File: src/ttsd_pkg.sv
`default_nettype none

package ttsd_pkg;

    typedef enum logic [1:0] {
        MODE_DRAFT9  = 2'd0,
        MODE_RFC5766 = 2'd1,
        MODE_PREFIX  = 2'd2,
        MODE_RSVD    = 2'd3
    } frame_mode_t;

    localparam frame_mode_t MODE_RESET = MODE_RFC5766;

    localparam int PADDR_W = 3;
    localparam int PDATA_W = 32;

    localparam logic [PADDR_W-1:0] REG_FRAME_MODE = 3'd0;

    localparam int HDR_W  = 16;
    localparam int LEFT_W = 17;

    localparam logic [HDR_W-1:0]  STUN_LIMIT = 16'h4000;
    localparam logic [LEFT_W-1:0] STUN_BASE  = 17'd20;
    localparam logic [LEFT_W-1:0] CD_BASE    = 17'd4;
    localparam logic [LEFT_W-1:0] PAD_ADD    = 17'd3;
    localparam logic [LEFT_W-1:0] PAD_MASK   = ~17'd3;
    localparam logic [LEFT_W-1:0] HDR_BYTES  = 17'd4;

    typedef enum logic [1:0] {
        HC_0 = 2'd0,
        HC_1 = 2'd1,
        HC_2 = 2'd2,
        HC_3 = 2'd3
    } hdr_count_t;

endpackage

`default_nettype wire

File: src/turn_tcp_stream_deframer_top.sv
// Each result is registered in the output register, or in the skid if that stalls.
// Throughput: one byte per clock while in_stall is low; the frame state updates in a
// single pass per byte. A two-entry output stage (result register plus skid) keeps
// input flowing while the output stalls; in_stall rises only when the skid is full.
// Reset (rst_n low, async): frame state cleared, frame_mode = rfc5766, outputs empty.
`default_nettype none

module turn_tcp_stream_deframer_top
    import ttsd_pkg::*;
(
    input  wire logic               clk,
    input  wire logic               rst_n,

    input  wire logic               psel,
    input  wire logic               penable,
    input  wire logic               pwrite,
    input  wire logic [PADDR_W-1:0] paddr,
    input  wire logic [PDATA_W-1:0] pwdata,
    output      logic [PDATA_W-1:0] prdata,
    output      logic               pready,

    input  wire logic               in_valid,
    output      logic               in_stall,
    input  wire logic [7:0]         data_byte,

    output      logic               out_valid,
    input  wire logic               out_stall,
    output      logic [7:0]         out_byte,
    output      logic               frame_first,
    output      logic               frame_last
);

    frame_mode_t       frame_mode_reg;
    logic [HDR_W-1:0]  header_word_reg,  header_word_next;
    hdr_count_t        header_count_reg, header_count_next;
    logic [LEFT_W-1:0] bytes_left_reg,   bytes_left_next;
    logic              in_body_reg,      in_body_next;

    logic              out_valid_reg;
    logic [7:0]        out_byte_reg;
    logic              out_first_reg, out_last_reg;
    logic              skid_valid_reg;
    logic [7:0]        skid_byte_reg;
    logic              skid_first_reg, skid_last_reg;

    logic              res_valid, res_first, res_last;
    logic              in_fire, out_fire, cfg_wr, reg_hit;
    logic [LEFT_W-1:0] left_dec, hdr_sum, hdr_padded;
    logic [HDR_W-1:0]  prefix_len;

    // config port
    assign pready  = 1'b1;
    assign reg_hit = (paddr[PADDR_W-1] == REG_FRAME_MODE[PADDR_W-1]);
    assign cfg_wr  = psel && penable && pwrite && reg_hit;
    assign prdata  = reg_hit ? {{(PDATA_W-2){1'b0}}, frame_mode_reg} : '0;

    always_ff @(posedge clk or negedge rst_n)
    begin
        if (!rst_n)
        begin
            frame_mode_reg <= MODE_RESET;
        end
        else if (cfg_wr)
        begin
            frame_mode_reg <= frame_mode_t'(pwdata[1:0]);
        end
    end

    assign in_stall = skid_valid_reg;
    assign in_fire  = in_valid && !skid_valid_reg;
    assign out_fire = out_valid_reg && !out_stall;

    assign left_dec   = bytes_left_reg - 17'd1;
    assign hdr_sum    = bytes_left_reg + {9'd0, data_byte};
    assign hdr_padded = (hdr_sum + PAD_ADD) & PAD_MASK;
    assign prefix_len = {header_word_reg[7:0], data_byte};

    always_comb
    begin
        header_word_next  = header_word_reg;
        header_count_next = header_count_reg;
        bytes_left_next   = bytes_left_reg;
        in_body_next      = in_body_reg;
        res_valid         = 1'b0;
        res_first         = 1'b0;
        res_last          = 1'b0;

        if (frame_mode_reg == MODE_RSVD)
        begin
            res_valid = 1'b0;
        end
        else if (in_body_reg)
        begin
            res_valid        = 1'b1;
            res_first        = (bytes_left_reg == {1'b0, header_word_reg});
            header_word_next = '0;
            bytes_left_next  = left_dec;
            res_last         = (left_dec == '0);
            if (res_last)
            begin
                in_body_next = 1'b0;
            end
        end
        else if (frame_mode_reg == MODE_PREFIX)
        begin
            if (header_count_reg == HC_0)
            begin
                header_word_next  = {8'd0, data_byte};
                header_count_next = HC_1;
            end
            else
            begin
                header_count_next = HC_0;
                if (prefix_len == '0)
                begin
                    header_word_next = '0;
                end
                else
                begin
                    header_word_next = prefix_len;
                    bytes_left_next  = {1'b0, prefix_len};
                    in_body_next     = 1'b1;
                end
            end
        end
        else
        begin
            res_valid = 1'b1;
            unique case (header_count_reg)
                HC_0:
                begin
                    header_word_next  = {8'd0, data_byte};
                    header_count_next = HC_1;
                    res_first         = 1'b1;
                end
                HC_1:
                begin
                    header_word_next  = prefix_len;
                    header_count_next = HC_2;
                end
                HC_2:
                begin
                    bytes_left_next   = ((header_word_reg < STUN_LIMIT) ? STUN_BASE : CD_BASE)
                                        + {1'b0, data_byte, 8'd0};
                    header_count_next = HC_3;
                end
                HC_3:
                begin
                    header_count_next = HC_0;
                    header_word_next  = '0;
                    if (hdr_padded <= HDR_BYTES)
                    begin
                        bytes_left_next = '0;
                        res_last        = 1'b1;
                    end
                    else
                    begin
                        bytes_left_next = hdr_padded - HDR_BYTES;
                        in_body_next    = 1'b1;
                    end
                end
                default:
                begin
                    header_count_next = HC_0;
                end
            endcase
        end
    end

    always_ff @(posedge clk or negedge rst_n)
    begin
        if (!rst_n)
        begin
            header_word_reg  <= '0;
            header_count_reg <= HC_0;
            bytes_left_reg   <= '0;
            in_body_reg      <= 1'b0;
        end
        else if (in_fire)
        begin
            header_word_reg  <= header_word_next;
            header_count_reg <= header_count_next;
            bytes_left_reg   <= bytes_left_next;
            in_body_reg      <= in_body_next;
        end
    end

    // output register with skid
    always_ff @(posedge clk or negedge rst_n)
    begin
        if (!rst_n)
        begin
            out_valid_reg  <= 1'b0;
            skid_valid_reg <= 1'b0;
        end
        else
        begin
            if (skid_valid_reg)
            begin
                if (out_fire)
                begin
                    skid_valid_reg <= 1'b0;
                end
            end
            else if (in_fire && res_valid)
            begin
                if (out_valid_reg && !out_fire)
                begin
                    skid_valid_reg <= 1'b1;
                end
                else
                begin
                    out_valid_reg <= 1'b1;
                end
            end
            else if (out_fire)
            begin
                out_valid_reg <= 1'b0;
            end
        end
    end

    always_ff @(posedge clk)
    begin
        if (skid_valid_reg && out_fire)
        begin
            out_byte_reg  <= skid_byte_reg;
            out_first_reg <= skid_first_reg;
            out_last_reg  <= skid_last_reg;
        end
        else if (in_fire && res_valid && !(out_valid_reg && !out_fire))
        begin
            out_byte_reg  <= data_byte;
            out_first_reg <= res_first;
            out_last_reg  <= res_last;
        end

        if (!skid_valid_reg && in_fire && res_valid && out_valid_reg && !out_fire)
        begin
            skid_byte_reg  <= data_byte;
            skid_first_reg <= res_first;
            skid_last_reg  <= res_last;
        end
    end

    assign out_valid   = out_valid_reg;
    assign out_byte    = out_byte_reg;
    assign frame_first = out_first_reg;
    assign frame_last  = out_last_reg;

endmodule

`default_nettype wire

File: config.mk
export PLATFORM = sky130hd
export DESIGN_NAME = turn_tcp_stream_deframer_top
export DESIGN_NICKNAME = d
export VERILOG_FILES = /design/src/ttsd_pkg.sv /design/src/turn_tcp_stream_deframer_top.sv
export SDC_FILE = /design/constraint.sdc
export NUM_CORES = 1
export LEC_CHECK = 0
export ABC_CLOCK_PERIOD_IN_PS = 4100
export BUFFER_PORTS_ARGS = -buffer_cell sky130_fd_sc_hd__buf_2
export CORE_MARGIN = 4
export CORE_UTILIZATION = 50
export CTS_CLUSTER_DIAMETER = 120
export CTS_CLUSTER_SIZE = 28
export DETAILED_ROUTE_END_ITERATION = 8
export MAX_ROUTING_LAYER = met4
export PLACE_DENSITY = 0.73
export SLEW_MARGIN = 20
export SYNTH_ARGS = -nofsm -noshare
export SYNTH_HDL_FRONTEND = slang
export SYNTH_SLANG_ARGS = --single-unit
export TNS_END_PERCENT = 50
File: constraint.sdc
create_clock -name clk -period 4.1 [get_ports clk]
set_clock_uncertainty 0.2 [all_clocks]
set_input_delay 0.205 -clock clk [delete_from_list [all_inputs] [get_ports clk]]
set_output_delay 0.205 -clock clk [all_outputs]
set_load 0.005 [all_outputs]
; Yosys cells after proc, flatten, opt, wreduce, memory -nomap -nowiden
; Cells that the tools add are included.
[classes]
n_addsub = 5
n_mul = 0
n_div = 0
order_cmp = 2
eq_ne = 9
shift = 0
mux = 48
bitwise = 4
reduce_logical = 29
[ops]
columns = op, count
row1 = 2-to-1 mux 17 bit, 5
row2 = 2-to-1 mux 16 bit, 4
row3 = case mux 16 bit (3 select lines), 1
row4 = case mux 17 bit (2 select lines), 1
row5 = 2-to-1 mux 1 bit, 31
row6 = "adder 17 x 2 -> 17 bit, second input constant", 1
row7 = adder 17 x 8 -> 17 bit, 1
row8 = adder 5 x 16 -> 17 bit, 1
row9 = equality test 17 x 16 -> 1 bit, 1
row10 = "less-or-equal comparator 17 x 3 -> 1 bit, second input constant", 1
row11 = zero test 17 bit, 1
row12 = "subtractor 17 x 1 -> 17 bit, second input constant", 1
row13 = "subtractor 17 x 3 -> 17 bit, second input constant", 1
row14 = zero test 16 bit, 1
row15 = "less-than comparator 16 x 15 -> 1 bit, second input constant", 1
row16 = 2-to-1 mux 8 bit, 2
row17 = logical AND 1 bit, 13
row18 = AND reduction 3 bit, 3
row19 = "equality test 2 bit, second input constant", 4
row20 = case mux 2 bit (4 select lines), 1
row21 = "inequality test 3 bit, second input constant", 2
row22 = 2-to-1 mux 5 bit, 1
row23 = AND reduction 5 bit, 1
row24 = nonzero test 5 bit, 1
row25 = other kinds (9), 17
[word_totals]
ff_bits = 60
latch_bits = 0
mem_bits_rw = 0
mem_bits_ro = 0
in_bits = 50
out_inout_bits = 45
word_cells = 110
mem_count = 0

; Depth between registers and ports, before layout
[logic_depth]
word_depth = 10
ltp_mapped = 14
depth_no_buf = 13

; Worst setup path before layout
; No wires, ideal clock.
[synth_timing]
kind = flip-flop to flip-flop
start = register bytes_left_reg[1]
end = register bytes_left_reg[9]
setup_ns = 0.137
arrival_time_ns = 3.105
required_time_ns = 3.763
path_slack_ns = 0.658
path_stages_with_launch = 15
n_path_buf = 1
period_less_slack_ns = 3.442
cell_sequence = dfrtp_1 > inv_1 > ha_1 > o21bai_4 > inv_1 > fa_1 > a211oi_2 > o31ai_4 > xnor2_1 > o211ai_2 > nor3b_4 > a31oi_2 > buf_6 > a31oi_1 > a21oi_1
[synth_via]
elab_chain_len = 7
elab_cells_between_ends = 9
cone_classes = add/sub: 4 / order compare: 1 / mux: 4
[synth_lines]
columns = item, line_no
row1 = "start, declared", turn_tcp_stream_deframer_top.sv:36  ; logic [LEFT_W-1:0] bytes_left_reg, bytes_left_next;
row2 = "start signal, assigned", turn_tcp_stream_deframer_top.sv:183  ; bytes_left_reg <= bytes_left_next;
row3 = adder 17 x 8 -> 17 bit, turn_tcp_stream_deframer_top.sv:74  ; assign hdr_sum = bytes_left_reg + {9'd0, data_byte};
row4 = adder 17 x 2 -> 17 bit, turn_tcp_stream_deframer_top.sv:75  ; assign hdr_padded = (hdr_sum + PAD_ADD) & PAD_MASK;
row5 = subtractor 17 x 3 -> 17 bit / less-or-equal comparator 17 x 3 -> 1 bit (equally long branches), "turn_tcp_stream_deframer_top.sv:158, turn_tcp_stream_deframer_top.sv:151"
row6 = 2-to-1 mux 17 bit, turn_tcp_stream_deframer_top.sv:151  ; if (hdr_padded <= HDR_BYTES)
row7 = case mux 17 bit (2 select lines), turn_tcp_stream_deframer_top.sv:129  ; unique case (header_count_reg)
row8 = 2-to-1 mux 17 bit, turn_tcp_stream_deframer_top.sv:104  ; else if (frame_mode_reg == MODE_PREFIX)
row9 = 2-to-1 mux 17 bit *, turn_tcp_stream_deframer_top.sv:92  ; else if (in_body_reg)
; Every way passes the cells marked *; elsewhere a longest branch is shown, timed or not.
; A chain may end at the register's enable or synchronous reset.

; Worst setup path in the final report
[layout_timing]
start = input data_byte[7]
end = register out_last_reg, in the netlist frame_last (data pin)
[layout_via]
elab_chain_len = 10
[layout_lines]
columns = item, line_no
row1 = "start, declared", turn_tcp_stream_deframer_top.sv:24  ; input wire logic [7:0] data_byte,
row2 = adder 17 x 8 -> 17 bit, turn_tcp_stream_deframer_top.sv:74
row3 = adder 17 x 2 -> 17 bit, turn_tcp_stream_deframer_top.sv:75
row4 = less-or-equal comparator 17 x 3 -> 1 bit, turn_tcp_stream_deframer_top.sv:151
row5 = 2-to-1 mux 1 bit, turn_tcp_stream_deframer_top.sv:151
row6 = 2-to-1 mux 1 bit, turn_tcp_stream_deframer_top.sv:129
row7 = 2-to-1 mux 1 bit, turn_tcp_stream_deframer_top.sv:104
row8 = 2-to-1 mux 1 bit, turn_tcp_stream_deframer_top.sv:92
row9 = 2-to-1 mux 1 bit, turn_tcp_stream_deframer_top.sv:88  ; if (frame_mode_reg == MODE_RSVD)
row10 = 2-to-1 mux 1 bit, turn_tcp_stream_deframer_top.sv:231  ; else if (in_fire && res_valid && !(out_valid_reg && !out_fire))
row11 = 2-to-1 mux 1 bit, turn_tcp_stream_deframer_top.sv:225  ; if (skid_valid_reg && out_fire)
row12 = "end signal, assigned", turn_tcp_stream_deframer_top.sv:229  ; out_last_reg <= skid_last_reg;
row13 = "end signal, assigned", turn_tcp_stream_deframer_top.sv:235  ; out_last_reg <= res_last;
row14 = "end, declared", turn_tcp_stream_deframer_top.sv:41  ; logic out_first_reg, out_last_reg;
; No other way between the ends. The select of a mux whose other input is x is not followed.

==> impl_results.md <==
* # rows at 35
* Final Max Tran Viols at 0
* Ys Warns at 0
* CP endpoint kind: flip-flop
* Crit path DAT at 3.92 ns
* # placed instances at 673
* Chip height at 107 microns
* Total Routed Length at 13.0 mm
* Largest net degree at the start of global routing at 41
* Top Ports at 95
* Critical path's most frequent cell: ha_1
* Vias in the first global route at 4226
* Number of synthesized flops with an enable pin at 20
* Die Span X at 107 microns
* DR pass1 iterations at 5
* Share of layout cells above drive strength 1 at 0.189
* Synth top cells by count: nor2_1 (41), dfrtp_1 (39), buf_4 (33)
* Post-synth cell types at 80
* Crit. Startpoint: data_byte[7]
* PnR worst setup slack at 0.177 ns
* Tmin final at 3.92 ns
* Num CTS Buffers at 9
* Worst slew pin tran at 0.925 ns
* Avg WL per Cell at 18.6 microns
* Flops & latches, synth at 60
* Worst path cell trace: dlygate4sd3_1 -> buf_2 -> ha_1 -> ha_1 -> nand2_1 -> o22ai_2 -> nor3_1 -> o32a_1 -> a2111oi_4 -> and3_1 -> a31oi_1 -> o22ai_1
* Clk slew on worst S/H paths at approximately 0.07 ns
* Status: completed
* CP top delay family: compound AO/OA/AOI/OAI gates
* Main flop type after synthesis: dfrtp_1
* First-pass GRT wire length at 21.2 mm
* Fin Setup TNS at 0 ns
* Vias per cell at 6.06
* Hold Path Origin: data_byte[6]
* DP HPWL at 9.50 mm
* Tcrit/Tclk final at 0.957
* Critical path type: input pin to flip-flop
* Nets at 639
* Synth top area cells: dfrtp_1 (20%), edfxtp_1 (12%), ha_1 (5.7%)
* Max-slew headroom at 0.384
* Syn-to-layout area delta at 10.5%
* Cell type with the largest total area after synthesis: dfrtp_1
* Max VDD drop at 0.337 mV
* Htree depth at 3
* Finished Layout Cells at 700
* DIE AREA at between 10000 and 15000 sq um
* RePlAce Congestion at 0.987
* Max reg flops at 17
* Initial antenna violation count at 0
* Syn avg cell area at 9.18 sq um
* Static Leakage at 0.00223 uW
* Area of the mapped netlist at just under 5000 sq um
* Final hold viol count at 0
* Initial core utilization at 0.520
* GRT Total Usage at 0.242
* DR iter-0 viols at 420
* Area share of the largest cell type after synthesis at 0.201
* I/O Buffers at 31
* Vias at 4241
* Root buffer cell: clkbuf_8
* Fmax at 255 MHz
* CTS tree: yes
* Final ANT Viol Nets at 0
* Hold crit path type: input pin to flip-flop
* Power Density at 834 nW/um^2
* Crit-path max FO at 10
* Count of endpoints failing setup in the final report at 0
* Core area at a little over 9000 sq um
* Slowest-stage cell, CP: dlygate4sd3_1
* Most common cell in the netlist: nor2_1
* Critical path required time at 4.10 ns
* R2r startpoint: bytes_left_reg[1]$_DFFE_PN0P_
* RSZ-0062 raised after global routing: no
* Number of fill cells at 814
* Seq/Total Area, Yosys at 0.330
* Crit path launch type: input pin
* Max clock buf depth at 2
* Gate Count Post-Synth at about 530
* Crit-path max cell delay at 0.54 ns
* Gr ovfl total at 0
* Fraction of registers with async set/reset at 0.667
* Max cap viols at 0
* Worst Path Buf+Inv at 2
* Number of remaining DRC errors at 0
* Clock Sinks at 60
* Diode count at 0
* Pre-CTS setup slack at 0.194 ns
* Worst skew pair latency at about 0.36 ns
[path summary, 6_finish.rpt]
check	to	slack [ns]	cells after the start
max	frame_last$_DFFE_PP_	0.18	12
min in group asynchronous	in_stall$_DFF_PN0_	0.32	2
min	skid_byte_reg[6]$_DFFE_PP_	0.05	2
min reg2reg	header_word_reg[10]$_DFFE_PN0P_	0.33	1
max reg2reg	in_body_reg$_DFFE_PN0P_	0.21	14
max in group asynchronous	bytes_left_reg[4]$_DFFE_PN0P_	2.80	2
[layer usage]
layer	wire length, microns	GRT usage
met4	495	0.118
met3	977	0.0443
met5	0	-
met1	5390	0.298
met2	6160	0.386
[kinds of logic (layout without fill, tap and decap cells)]
logic type / Yosys count / after routing / share of synthesized area
flip-flops: 60 / 60 / 0.330
multiplexers: 12 / 12 / 0.0276
other: 2 / 31 / 0.00155
AND/OR/NAND/NOR: 161 / 161 / 0.179
AO/OA/AOI/OAI: 143 / 143 / 0.223
adder cells (fa/ha/maj): 23 / 23 / 0.0608
buffers and inverters: 83 / 96 / 0.0954
XOR/XNOR: 45 / 45 / 0.0827
[per-stage QoR]
stage                     instance area, sq um  utilization  total power [uW]  hold WS [ns]
after floorplan                           4960            -              3200        -0.291
after global routing                      5360        0.575              4810        0.0368
after global placement                    5040        0.541              3760         0.186
after detailed placement                  5040        0.541              3850         0.188
final                                     5360        0.575              4470        0.0537
after CTS                                 5330        0.572              4400        0.0297
[placed cells by master, fill, tap and decap left out, drive strengths merged, types with 19 or more instances in the layout]
cell type and instances:
edfxtp 20, xnor2 19, buf 54, ha 22, nand2 27, nor2 41
dfrtp 39, conb 31, a21oi 34, xor2 26
[layout make-up]
| class | instances | area, sq um | area share |
|---|---|---|---|
| Tap cell | 129 | 161 | 0.0301 |
| Inverter | 16 | 60.1 | 0.0112 |
| Multi-Input combinational cell | 415 | 2920 | 0.544 |
| Sequential cell | 60 | 1600 | 0.299 |
| Clock inverter | 7 | 67.6 | 0.0126 |
| Timing Repair Buffer | 64 | 428 | 0.0798 |
| Clock buffer | 9 | 124 | 0.0231 |
[repair_timing]
| action | 4_1_cts | 5_1_grt |
|---|---|---|
| hold buffers | 10 | 0 |
| endpoints found under the setup margin | 0 | 14 |
| hold endpoints to repair | 50 | 0 |
| setup buffers | 0 | 1 |
| resized for setup | 0 | 4 |
[where the power goes]
part | internal [uW] | total [uW] | switching (uW)
sequential | 868 | 1190 | 327
clock | 278 | 526 | 248
combinational | 1130 | 2750 | 1630
(Power assumes the default switching activity.)
